--- config.mk ---
export PLATFORM = sky130hd
export DESIGN_NAME = circular_queue_with_search_flat
export DESIGN_NICKNAME = d
export VERILOG_FILES = /design/src/cqs_pkg.sv /design/src/cqs_if.sv /design/src/circular_queue_with_search.sv /design/src/flat_wrapper.sv
export SDC_FILE = /design/constraint.sdc
export NUM_CORES = 1
export LEC_CHECK = 0
export BUFFER_PORTS_ARGS = -buffer_cell sky130_fd_sc_hd__buf_2
export CAP_MARGIN = 10
export CORE_MARGIN = 1
export CORE_UTILIZATION = 45
export DETAILED_ROUTE_END_ITERATION = 10
export GPL_TIMING_DRIVEN = 0
export HOLD_SLACK_MARGIN = 0.1
export PLACE_DENSITY = 0.7
export SLEW_MARGIN = 30
export SYNTH_ARGS = -nofsm -noshare
export SYNTH_HDL_FRONTEND = slang
export SYNTH_SLANG_ARGS = --single-unit
export TNS_END_PERCENT = 5
--- constraint.sdc ---
create_clock -name clk -period 10.1 [get_ports clk]
set_clock_uncertainty 0.05 [all_clocks]
set_input_delay 2.02 -clock clk [delete_from_list [all_inputs] [get_ports clk]]
set_output_delay 2.02 -clock clk [all_outputs]
set_load 0.02 [all_outputs]
--- src/cqs_pkg.sv ---
`default_nettype none

package cqs_pkg;

  localparam int unsigned DEPTH_DEFAULT = 8;

  localparam int unsigned MODE_W   = 2;
  localparam int unsigned STATUS_W = 2;
  localparam int unsigned CODE_W   = 32;
  localparam int unsigned WEIGHT_W = 32;
  localparam int unsigned SLOT_W   = CODE_W + WEIGHT_W;

  typedef logic [MODE_W-1:0]        mode_t;
  typedef logic [STATUS_W-1:0]      status_t;
  typedef logic signed [CODE_W-1:0] code_t;
  typedef logic [WEIGHT_W-1:0]      weight_t;

  localparam mode_t MODE_INSERT = 2'd0;
  localparam mode_t MODE_REMOVE = 2'd1;
  localparam mode_t MODE_PEEK   = 2'd2;
  localparam mode_t MODE_SEARCH = 2'd3;

  localparam status_t ST_OK      = 2'd0;
  localparam status_t ST_FULL    = 2'd1;
  localparam status_t ST_EMPTY   = 2'd2;
  localparam status_t ST_MISSING = 2'd3;

endpackage

`default_nettype wire

--- src/cqs_if.sv ---
`default_nettype none

interface cqs_req_if;
  import cqs_pkg::*;

  logic    valid;
  logic    ready;
  mode_t   mode;
  code_t   item_code;
  weight_t item_weight;

  modport source (output valid, output mode, output item_code, output item_weight,
                  input ready);
  modport sink (input valid, input mode, input item_code, input item_weight,
                output ready);
endinterface

interface cqs_rsp_if;
  import cqs_pkg::*;

  logic    valid;
  logic    ready;
  status_t status;
  code_t   out_code;
  weight_t out_weight;
  logic    is_empty;
  logic    is_full;

  modport source (output valid, output status, output out_code, output out_weight,
                  output is_empty, output is_full, input ready);
  modport sink (input valid, input status, input out_code, input out_weight,
                input is_empty, input is_full, output ready);
endinterface

`default_nettype wire

--- src/circular_queue_with_search.sv ---
// Circular queue of DEPTH slots holding up to DEPTH-1 entries of a signed code
// and a 32-bit weight word, with insert, remove, peek and search by code.
// Requests arrive on req (valid/ready); each request gives exactly one result on
// rsp (valid/ready): a status, the entry data, and empty and full flags.
// One request is worked at a time: req.ready is high only while the sequencer
// is idle. Insert, and any request on an empty queue, goes from the idle state
// straight to S_FIN; remove and peek first pass through S_RD to take the
// registered memory read; a search walks S_SCAN from the front entry until a
// hit or past the last held entry, then goes to S_FIN. The scan compares one
// slot per cycle through the single read port of the slot memory.
// Results sit in an output register, so a new request is taken while an
// earlier result waits; if the receiver stalls, the next result is held in the
// sequencer and req.ready stays low until the output register frees up.
// Synchronous reset empties the queue and drops any pending result; slot
// contents are not cleared, as only data from occupied slots is ever used.
`default_nettype none

module circular_queue_with_search #(
  parameter int unsigned DEPTH = cqs_pkg::DEPTH_DEFAULT
) (
  input  logic      clk,
  input  logic      rst,
  cqs_req_if.sink   req,
  cqs_rsp_if.source rsp
);
  import cqs_pkg::*;

  localparam int unsigned AW = $clog2(DEPTH);
  localparam logic [AW-1:0] LAST = AW'(DEPTH - 1);

  localparam logic [1:0] S_IDLE = 2'd0;
  localparam logic [1:0] S_RD   = 2'd1;
  localparam logic [1:0] S_SCAN = 2'd2;
  localparam logic [1:0] S_FIN  = 2'd3;

  function automatic logic [AW-1:0] nxt(input logic [AW-1:0] p);
    return (p == LAST) ? '0 : p + 1'b1;
  endfunction

  logic [1:0]        state;
  logic [AW-1:0]     head;
  logic [AW-1:0]     tail;
  logic [AW-1:0]     scan_ptr;
  logic [AW-1:0]     rd_addr;
  logic [SLOT_W-1:0] mem [DEPTH];
  logic [SLOT_W-1:0] rd_data;
  logic              pend;
  code_t             key;
  status_t           res_status;
  code_t             res_code;
  weight_t           res_weight;

  logic              out_valid;
  status_t           out_status;
  code_t             out_code;
  weight_t           out_weight;
  logic              out_empty;
  logic              out_full;

  logic              q_empty;
  logic              q_full;
  logic              accept;
  logic              mem_we;
  logic              hit;
  logic              rsp_free;

  assign q_empty  = (head == tail);
  assign q_full   = (nxt(tail) == head);
  assign req.ready = (state == S_IDLE);
  assign accept   = req.valid && req.ready;
  assign mem_we   = accept && (req.mode == MODE_INSERT) && !q_full;
  assign rd_addr  = (state == S_SCAN) ? scan_ptr : head;
  assign hit      = (rd_data[CODE_W-1:0] == $unsigned(key));
  assign rsp_free = !out_valid || rsp.ready;

  // Slot memory: one write port at the tail, one registered read port.
  always_ff @(posedge clk) begin
    if (mem_we) begin
      mem[tail] <= {req.item_weight, $unsigned(req.item_code)};
    end
    rd_data <= mem[rd_addr];
  end

  always_ff @(posedge clk) begin
    if (rst) begin
      state     <= S_IDLE;
      head      <= '0;
      tail      <= '0;
      pend      <= 1'b0;
      out_valid <= 1'b0;
    end else begin
      if ((state == S_FIN) && rsp_free) begin
        out_valid <= 1'b1;
      end else if (rsp.ready) begin
        out_valid <= 1'b0;
      end
      case (state)
        S_IDLE: begin
          if (accept) begin
            key        <= req.item_code;
            res_status <= ST_OK;
            res_code   <= '0;
            res_weight <= '0;
            state      <= S_FIN;
            if (req.mode == MODE_INSERT) begin
              if (q_full) begin
                res_status <= ST_FULL;
              end else begin
                tail <= nxt(tail);
              end
            end else if (q_empty) begin
              res_status <= ST_EMPTY;
            end else begin
              case (req.mode)
                MODE_REMOVE: begin
                  head  <= nxt(head);
                  state <= S_RD;
                end
                MODE_PEEK: begin
                  state <= S_RD;
                end
                default: begin
                  // The front slot is read at this edge; the scan continues behind it.
                  scan_ptr <= nxt(head);
                  pend     <= 1'b1;
                  state    <= S_SCAN;
                end
              endcase
            end
          end
        end
        S_RD: begin
          res_code   <= $signed(rd_data[CODE_W-1:0]);
          res_weight <= rd_data[SLOT_W-1:CODE_W];
          state      <= S_FIN;
        end
        S_SCAN: begin
          // pend marks that rd_data holds an occupied slot to compare this cycle.
          if (pend && hit) begin
            res_code   <= $signed(rd_data[CODE_W-1:0]);
            res_weight <= rd_data[SLOT_W-1:CODE_W];
            state      <= S_FIN;
          end else if (!pend) begin
            res_status <= ST_MISSING;
            state      <= S_FIN;
          end else begin
            pend     <= (scan_ptr != tail);
            scan_ptr <= nxt(scan_ptr);
          end
        end
        S_FIN: begin
          if (rsp_free) begin
            out_status <= res_status;
            out_code   <= res_code;
            out_weight <= res_weight;
            out_empty  <= q_empty;
            out_full   <= q_full;
            state      <= S_IDLE;
          end
        end
        default: begin
          state <= S_IDLE;
        end
      endcase
    end
  end

  assign rsp.valid      = out_valid;
  assign rsp.status     = out_status;
  assign rsp.out_code   = out_code;
  assign rsp.out_weight = out_weight;
  assign rsp.is_empty   = out_empty;
  assign rsp.is_full    = out_full;

endmodule

`default_nettype wire

--- src/flat_wrapper.sv ---
// flat-port wrapper written by rule: the top's interface ports become plain ports
module circular_queue_with_search_flat import cqs_pkg::*;
#(
  parameter int unsigned DEPTH = cqs_pkg::DEPTH_DEFAULT
)
  (clk, rst, req_valid, req_mode, req_item_code, req_item_weight, req_ready, rsp_valid, rsp_status, rsp_out_code, rsp_out_weight, rsp_is_empty, rsp_is_full, rsp_ready);
  cqs_req_if req_i ();
  cqs_rsp_if rsp_i ();
  input  logic clk;
  input  logic rst;
  input wire logic [$bits(req_i.valid)-1:0] req_valid;
  input wire logic [$bits(req_i.mode)-1:0] req_mode;
  input wire logic [$bits(req_i.item_code)-1:0] req_item_code;
  input wire logic [$bits(req_i.item_weight)-1:0] req_item_weight;
  output wire logic [$bits(req_i.ready)-1:0] req_ready;
  output wire logic [$bits(rsp_i.valid)-1:0] rsp_valid;
  output wire logic [$bits(rsp_i.status)-1:0] rsp_status;
  output wire logic [$bits(rsp_i.out_code)-1:0] rsp_out_code;
  output wire logic [$bits(rsp_i.out_weight)-1:0] rsp_out_weight;
  output wire logic [$bits(rsp_i.is_empty)-1:0] rsp_is_empty;
  output wire logic [$bits(rsp_i.is_full)-1:0] rsp_is_full;
  input wire logic [$bits(rsp_i.ready)-1:0] rsp_ready;
  assign req_i.valid = req_valid;
  assign req_i.mode = req_mode;
  assign req_i.item_code = req_item_code;
  assign req_i.item_weight = req_item_weight;
  assign req_ready = req_i.ready;
  assign rsp_valid = rsp_i.valid;
  assign rsp_status = rsp_i.status;
  assign rsp_out_code = rsp_i.out_code;
  assign rsp_out_weight = rsp_i.out_weight;
  assign rsp_is_empty = rsp_i.is_empty;
  assign rsp_is_full = rsp_i.is_full;
  assign rsp_i.ready = rsp_ready;
  circular_queue_with_search #(.DEPTH(DEPTH)) u_core (.clk(clk), .rst(rst), .req(req_i), .rsp(rsp_i));
endmodule
# ---- Yosys cells after proc, flatten, opt, wreduce, memory -nomap -nowiden
# Memory sizes are Yosys's and may differ from the RTL's. A register that Yosys moved wholly into a read port is not among the register bits.
# Index checks and enable logic that the tools add are counted.
dict set report op_classes {
  addsub 3
  n_mul 0
  div_mod_pow 0
  order_cmp 0
  eq_ne 22
  shift 0
  muxes 41
  bitwise_logic 4
  reduce_logical 23
}
# op count
set op_table {}
lappend op_table {{$pmux 32 s3} 2}
lappend op_table {{$mux 32} 3}
lappend op_table {{$eq 32x32->1} 1}
lappend op_table {{$mux 3} 10}
lappend op_table {{$mux 2} 11}
lappend op_table {{$ne 2x2->1 const B} 7}
lappend op_table {{$mux 1} 11}
lappend op_table {{$reduce_and 5->1} 2}
lappend op_table {{$add 3x1->3 const B} 3}
lappend op_table {{$eq 3x3->1 const B} 3}
lappend op_table {{$reduce_and 3->1} 3}
lappend op_table {{$pmux 2 s4} 1}
lappend op_table {{$reduce_and 4->1} 2}
lappend op_table {{$reduce_and 8->1} 1}
lappend op_table {{$eq 2x2->1 const B} 3}
lappend op_table {{$eq 3x3->1} 2}
lappend op_table {{$pmux 3 s2} 1}
lappend op_table {{$reduce_and 6->1} 1}
lappend op_table {{$logic_and 1x1->1} 5}
lappend op_table {{$eq 2x1->1 const B} 2}
lappend op_table {{$logic_not 2->1} 2}
lappend op_table {{$ne 2x1->1 const B} 2}
lappend op_table {{$not 1->1} 4}
lappend op_table {{$pmux 2 s2} 1}
lappend op_table {{8 further kinds} 10}
dict set report word_totals {
  ff_bits 179
  latch_bits 0
  ramBits 512
  mem_bits_ro 0
  inputBits 70
  output_inout_bits 70
  elab_cells 109
  memories 1
}
# memory words word_bits read_ports rd_ports_with_merged_regs wr line_no
set mem_list {}
lappend mem_list {u_core.mem 8 64 1 1 1 circular_queue_with_search.sv:45} ;# logic [SLOT_W-1:0] mem [DEPTH];

# ---- Logic depth before layout (Yosys ltp)
# Gate-level depths: netlist of the first run.
dict set report depth {
  depth_word 7
  mapped_depth 8
  mapped_depth_nobuf 7
}

# ---- Worst setup path before layout of the first run
# Ideal clock, no wire load.
dict set report synth_timing {
  path_type {input to register}
  from {input port rst}
  to {register u_core.res_code[0] (enable)}
  setup_ns 0.644
  t_arrival_ns 8.339
  t_required_ns 9.406
  path_slack_ns 1.067
  stages 2
  path_buffers 1
  cell_sequence {clkbuf_1 nor4_1}
}
dict set report synth_between {
  elab_chain_cells 2
}
# element line_no
set synth_rtl {}
lappend synth_rtl {{start, declared} flat_wrapper.sv:10} ;# input logic rst;
lappend synth_rtl {{$not 1->1 (no source line)} -}
lappend synth_rtl {{$reduce_and 4->1 (no source line)} -}
lappend synth_rtl {{end signal, assigned} circular_queue_with_search.sv:133} ;# res_code <= $signed(rd_data[CODE_W-1:0]);
lappend synth_rtl {{end signal, assigned} circular_queue_with_search.sv:140} ;# res_code <= $signed(rd_data[CODE_W-1:0]);
lappend synth_rtl {{end, declared} circular_queue_with_search.sv:50} ;# code_t res_code;
# No other way between the ends.
# A chain may end at the register's enable or synchronous reset.

# ---- Worst setup path after layout of the first run
dict set report layout_timing {
  from {input port req_mode[1]}
  to {memory u_core.mem[4][60] (netlist bit) (enable)}
}
dict set report layout_between {
  elab_chain_cells 5
}
# element line_no
set layout_rtl {}
lappend layout_rtl {{start, declared} flat_wrapper.sv:12} ;# input wire logic [$bits(req_i.mode)-1:0] req_mode;
lappend layout_rtl {{$logic_not 2->1} circular_queue_with_search.sv:71} ;# assign mem_we = accept && (req.mode == MODE_INSERT) && !q_full;
lappend layout_rtl {{$logic_and 1x1->1 (2 in series)} circular_queue_with_search.sv:71}
lappend layout_rtl {{$mux 1} circular_queue_with_search.sv:78} ;# if (mem_we) begin
lappend layout_rtl {{$mux 1 (implied by the code)} circular_queue_with_search.sv:79} ;# mem[tail] <= {req.item_weight, $unsigned(req.item_code)};
lappend layout_rtl {{end, declared} circular_queue_with_search.sv:45}
# No other way between the ends.

==> reports/metrics.cfg, run 1 <==
[final_layout]
final_core_util_pct=54.8
drive_gt1_share_pct=36.7
areaGrowthSynthToFinish_pct=19.2
fin_nets=1581
fillerInstances=4464
finalInstanceArea_mm2=0.0326
instances_no_fill=2338

[critical_path]
required_ns=10.36
critPathCaptureType=flop
cp-start-kind=input pin
r2r_slack_ns=6.09
cp_max_fo=8
crit_type=in2reg
crit_path_start=req_mode[1]
worst-endpoint-arrival_ns=4.93
reg2regPathDepth=9
cp-endpoint=u_core.mem[4][60]
r2r_end=u_core.res_code[25]
r2r-start=u_core.key[3]

[power_and_ir_drop]
p_per_area_mw_per_mm2=247
ir_worst_vdd_uv=152
p_leak_nw=11.1
power_mw=8.06

[placed_design]
globalplace.congestion=0.773
hpwlAfterDp_um=37000
io_buffers=138
dp.cells=2195
postPlaceCellArea_mm2=0.0301

[timing]
fin_crit_sh_pct=46.3
setup_viol=0
slew_viol_final=0
rsz0062_at_grt=no
max_freq_mhz=214
hold_viol=0
tightestPinTransition_ns=0.792
finalSetupTns_ns=0
relSlewSlack_pct=46.4
period_needed_ns=4.67

[clock_tree]
insertion_delay_ns=0.62
cts_num_sinks=755
cts_setup_buffers=0
cts-root-buf=clkbuf_16
ctsResizeCount=0
clk_transition_reported_paths_ns=0.06
cts_hold_buffers=0
numCtsBuffers=75
htreeDepth=3
cts_tree=yes
cts_max_path_buffers=3

[logic_synthesis]
synth_edf_count=681
synth_cells=1209
ys.flop_type=edfxtp_1
syn_area_per_cell_um2=22.6
yosys_warnings=0
ys_top_cells_by_area=edfxtp_1, mux4_2, dfxtp_1
synthArstFlopShare_pct=0
seq_area_frac_synth_pct=80.3
synth_cell_types=37
synthesis.nets=1291
ys_seq_elements=755
synth_top_cell_by_area=edfxtp_1
synth_most_common_cell=edfxtp_1
synth_top_area_share_pct=74.8
synth_area_mm2=0.0273
synth_common_cells=edfxtp_1, mux4_2, dfxtp_1

[global_route]
antenna_found_initial=19
grt_pass1_vias=13200
gr-total-overflow=0
grt_pass1_wl_um=83200
track_usage_pct=18.3
grt_max_degree=18

[drt]
ant_nets=0
wire_per_inst_um=23.9
drt_iter0_markers=1080
via_per_inst=5.38
vias=12600
wirelength_um=55800
drc=0
firstDrtPassIters=5

[status]
status=completed

[die]
dieArea_mm2=0.0617
die_h_um=248
core_region_area_mm2=0.0595
io_pins=140
num_rows=89
die_w_um=248
initial_core_util_pct=45.9

[flow_run]
drv.max_cap_violation_count=0

[min_path]
hold_path.class=reg2reg

## logic make-up (layout without fill, tap and decap cells)
| family | after synthesis | after routing | synth area share, % |
|---|---|---|---|
| buf+inv | 54 | 405 | 1.25 |
| compound gates | 16 | 16 | 0.403 |
| other cells | 0 | 5 | 0 |
| flops | 755 | 755 | 80.3 |
| fa+ha+maj | 12 | 12 | 0.550 |
| xor+xnor | 40 | 40 | 1.28 |
| simple gates | 129 | 129 | 2.63 |
| mux | 203 | 203 | 13.6 |
## sequential cells by signal, summed over array words and instances, names as in the netlist
| register | flops |
|---|---|
| u_core.scan_ptr | 3 |
| u_core.rsp.status | 2 |
| u_core.res_code | 32 |
| u_core.rsp.is_full | 1 |
| u_core.mem | 512 |
| u_core.rd_data | 64 |
| u_core.tail | 3 |
| u_core.rsp.valid | 1 |
| u_core.rsp.is_empty | 1 |
| u_core.res_weight | 32 |
| u_core.res_status | 2 |
| u_core.pend | 1 |
| u_core.key | 32 |
| u_core.head | 3 |
| u_core.rsp.out_weight | 32 |
| u_core.rsp.out_code | 32 |
| u_core.state | 2 |
## per-stage QoR
stage          worst slack (ns)  hold slack [ns]
5_1_grt                    5.25            0.372
2_1_floorplan              1.07            0.350
3_3_place_gp              -4.52            0.352
6_report                   5.43            0.365
3_5_place_dp               4.82            0.355
4_1_cts                    5.44            0.369
## final cells by class
| class | instances | area, um2 | area share (%) |
|---|---|---|---|
| repair buffers | 213 | 1720 | 5.29 |
| clock inverters | 37 | 365 | 1.12 |
| inverters | 7 | 26.3 | 0.0807 |
| flip-flops and latches | 755 | 21900 | 67.3 |
| plain buffers | 47 | 315 | 0.968 |
| well taps | 773 | 967 | 2.97 |
| diodes | 5 | 12.5 | 0.0384 |
| clock buffers | 101 | 2090 | 6.41 |
| multi-input cells | 400 | 5140 | 15.8 |
## worst min-delay path by stage
stage	from	to	depth (start not counted)	slack (ns)
floorplan	u_core.res_code[0]	u_core.rsp.out_code[0]	0	0.35
global placement	u_core.res_code[11]	u_core.rsp.out_code[11]	0	0.35
detailed placement	u_core.res_code[20]	u_core.rsp.out_code[20]	0	0.35
CTS	u_core.res_code[20]	u_core.rsp.out_code[20]	0	0.37
global route	u_core.res_code[19]	u_core.rsp.out_code[19]	0	0.37
finish	u_core.res_code[19]	u_core.rsp.out_code[19]	0	0.37
## where the power goes
part           switching (mW)  total (mW)  internal (mW)
clock                    1.14        2.76           1.61
sequential              0.110        3.91           3.80
combinational           0.753        1.39          0.633
total                    2.01        8.06           6.05
## per-layer routing
metal	up-vias	GRT usage [%]	wire, um
met5	-	0	129
met4	20	6.50	1230
met3	106	4.09	3590
met2	392	29.4	27300
met1	6570	24.8	23500
li1	5493	-	-
## layout by cell type (no fill, tap or decap), types with 6 or more instances in the layout
cell type    n
edfxtp_1   681
buf_2      174
mux4_2     128
clkbuf_16   77
dfxtp_1     74
mux2_2      66
and2_1      64
xnor2_1     34
buf_4       32
clkbuf_1    25
buf_16      22
buf_6       16
nor2_1      14
clkinv_2    13
ha_1        12
nand2_1     11
clkinv_1     9
mux2i_1      8
inv_1        7
nor2_4       7
nand4_1      7
clkbuf_8     7
buf_8        7
nand3_1      6
xor2_1       6
bufinv_16    6
## critical path, cell delays in order
cell and delay, ns:
buf_2 0.10, inv_1 0.07, ha_1 0.20, nand3_1 0.11, nor2_1 0.33, nand2_1 0.30, nor3_2 0.52, buf_4 0.30
buf_4 0.19, buf_4 0.20, buf_4 0.20, buf_4 0.18, buf_4 0.18
No activity file was read; power rests on OpenSTA's default activity.
==> run 2: changes to the inputs <==
- PLACE_DENSITY: 0.7 -> 0.72
- clock period: 10.1 -> 3.88 ns (I/O delays scaled with it)
==> run 2 against run 1 <==
Effect of this change: the flow now finishes with violations (DRC); count of clock-buffer cells in the layout up 12; die area stayed put; wire length is 0.39% higher; hold slack worse by 0.0017 ns; largest power group unchanged; total power increased to 2.6 times the previous value; sequential cell count unchanged; first-iteration DRC count increased by 3.1%; clock power rose to 2.7 times the previous value; highest routed layer unchanged; via count shrank 0.81%; critical path depth down 4; sequential share of layout area shrank 0.22 points.
==> reports/metrics.cfg, run 2 (same netlist as run 1, synthesis figures left out) <==
[timing]
max_freq_mhz=278
fin_crit_sh_pct=92.8
slew_viol_final=0
period_needed_ns=3.60
fin_hold_ws_ns=0.364
finalSetupTns_ns=0
rsz0062_at_grt=no
setup_viol=0
tightestPinTransition_ns=0.767
hold_viol=0
relSlewSlack_pct=48.5

[final_layout]
regMostFlops=u_core.mem
fin_nets=1558
fillerInstances=4412
largest_reg_flops=512
areaGrowthSynthToFinish_pct=19.6
final_core_util_pct=54.9
mostFrequentLayoutCell=edfxtp_1
reg.largest.list=u_core.mem (512), u_core.rd_data (64)
seqCellArea_mm2=0.0219
multi_input_area_mm2=0.00517
layout_common_cells=edfxtp_1, buf_2, mux4_2, clkbuf_16, dfxtp_1
drive_gt1_share_pct=35.8

[drt]
wire_per_inst_um=24.2
vias=12500
drc=1
wirelength_um=56000
via_per_inst=5.39
firstDrtPassIters=7
ant_nets=0
drt_iter0_markers=1114

[critical_path]
crit_path_start=u_core.key[19]
cp_max_fo=12
cp_slowest_cell=nor3_1
crit_type=reg2reg
r2r-start=u_core.key[19]
crit_top_cell=buf_4
path_cells=xnor2_1 -> nand4_1 -> nor3_1 -> a31oi_1 -> nor4_4 -> buf_4 -> buf_4 -> buf_4 -> buf_4
required_ns=4.14
critical-path-top-delay-family=simple AND/OR/NAND/NOR gates
critical-path-max-stage-delay_ns=0.65
cp-start-kind=flop
critPathCaptureType=flop
cp.buffers_inverters=4
worst-endpoint-arrival_ns=3.85

[clock_tree]
ctsResizeCount=0
numCtsBuffers=76
cts_setup_buffers=0
cts_num_sinks=755
cts-root-buf=clkbuf_16
insertion_delay_ns=0.62
cts_hold_buffers=0
cts_max_path_buffers=3
htreeDepth=3
cts_tree=yes
clk_transition_reported_paths_ns=0.06

[global_route]
grt_pass1_vias=13100
gr-total-overflow=0
antenna_found_initial=12
track_usage_pct=18.5
grt_pass1_wl_um=83900
grt_max_degree=19

[die]
io_pins=140
dieArea_mm2=0.0617
die_w_um=248
core_region_area_mm2=0.0595
die_h_um=248
initial_core_util_pct=45.9
num_rows=89

[power_and_ir_drop]
p_leak_nw=11.0
power_mw=21.3
p_per_area_mw_per_mm2=652
ir_worst_vdd_uv=363

[placed_design]
io_buffers=138
globalplace.congestion=0.789
hpwlAfterDp_um=36400

[min_path]
hold_path.class=reg2reg
worstHoldStart=u_core.res_weight[20]

[status]
violations=DRC
status=finished, violations left

[flow_run]
drv.max_cap_violation_count=0

## run 2: cell type report
class	instances	share of cell area (%)
sequential	755	67.1
multi-input combinational	400	15.8
clock buffer	113	6.84
timing repair buffer	189	5.09
tap	773	2.96
clock inverter	27	1.09
buffer	47	0.965
inverter	7	0.0804
antenna	4	0.0306
## run 2: final timing paths
kind	endpoint	slack, ns	depth (start not counted)
max	u_core.res_weight[23]	0.28	9
min	u_core.rsp.out_weight[20]	0.36	0
max reg2reg	u_core.res_weight[23]	0.28	9
min reg2reg	u_core.rsp.out_weight[20]	0.36	0
## run 2: metal layers
layer,GRT usage [%],vias up,routed length [um]
li1,-,5446,-
met1,24.6,6522,23200
met2,30.5,392,27900
met3,3.98,107,3580
met4,5.84,12,1230
met5,0,-,73
## run 2: report_power, final
| part | switching, mW | internal [mW] | total (mW) |
|---|---|---|---|
| registers | 0.288 | 9.90 | 10.2 |
| logic | 1.97 | 1.65 | 3.62 |
| clock network | 3.01 | 4.48 | 7.49 |
## run 2: metrics by stage
stage	cells	area [um2]	worst slack (ns)
2_1_floorplan	1209	27400	-0.909
3_3_place_gp	2120	29000	-4.16
3_5_place_dp	2171	30100	0.224
4_1_cts	2311	32700	0.141
5_1_grt	2311	32700	0.0813
6_report	2315	32700	0.281
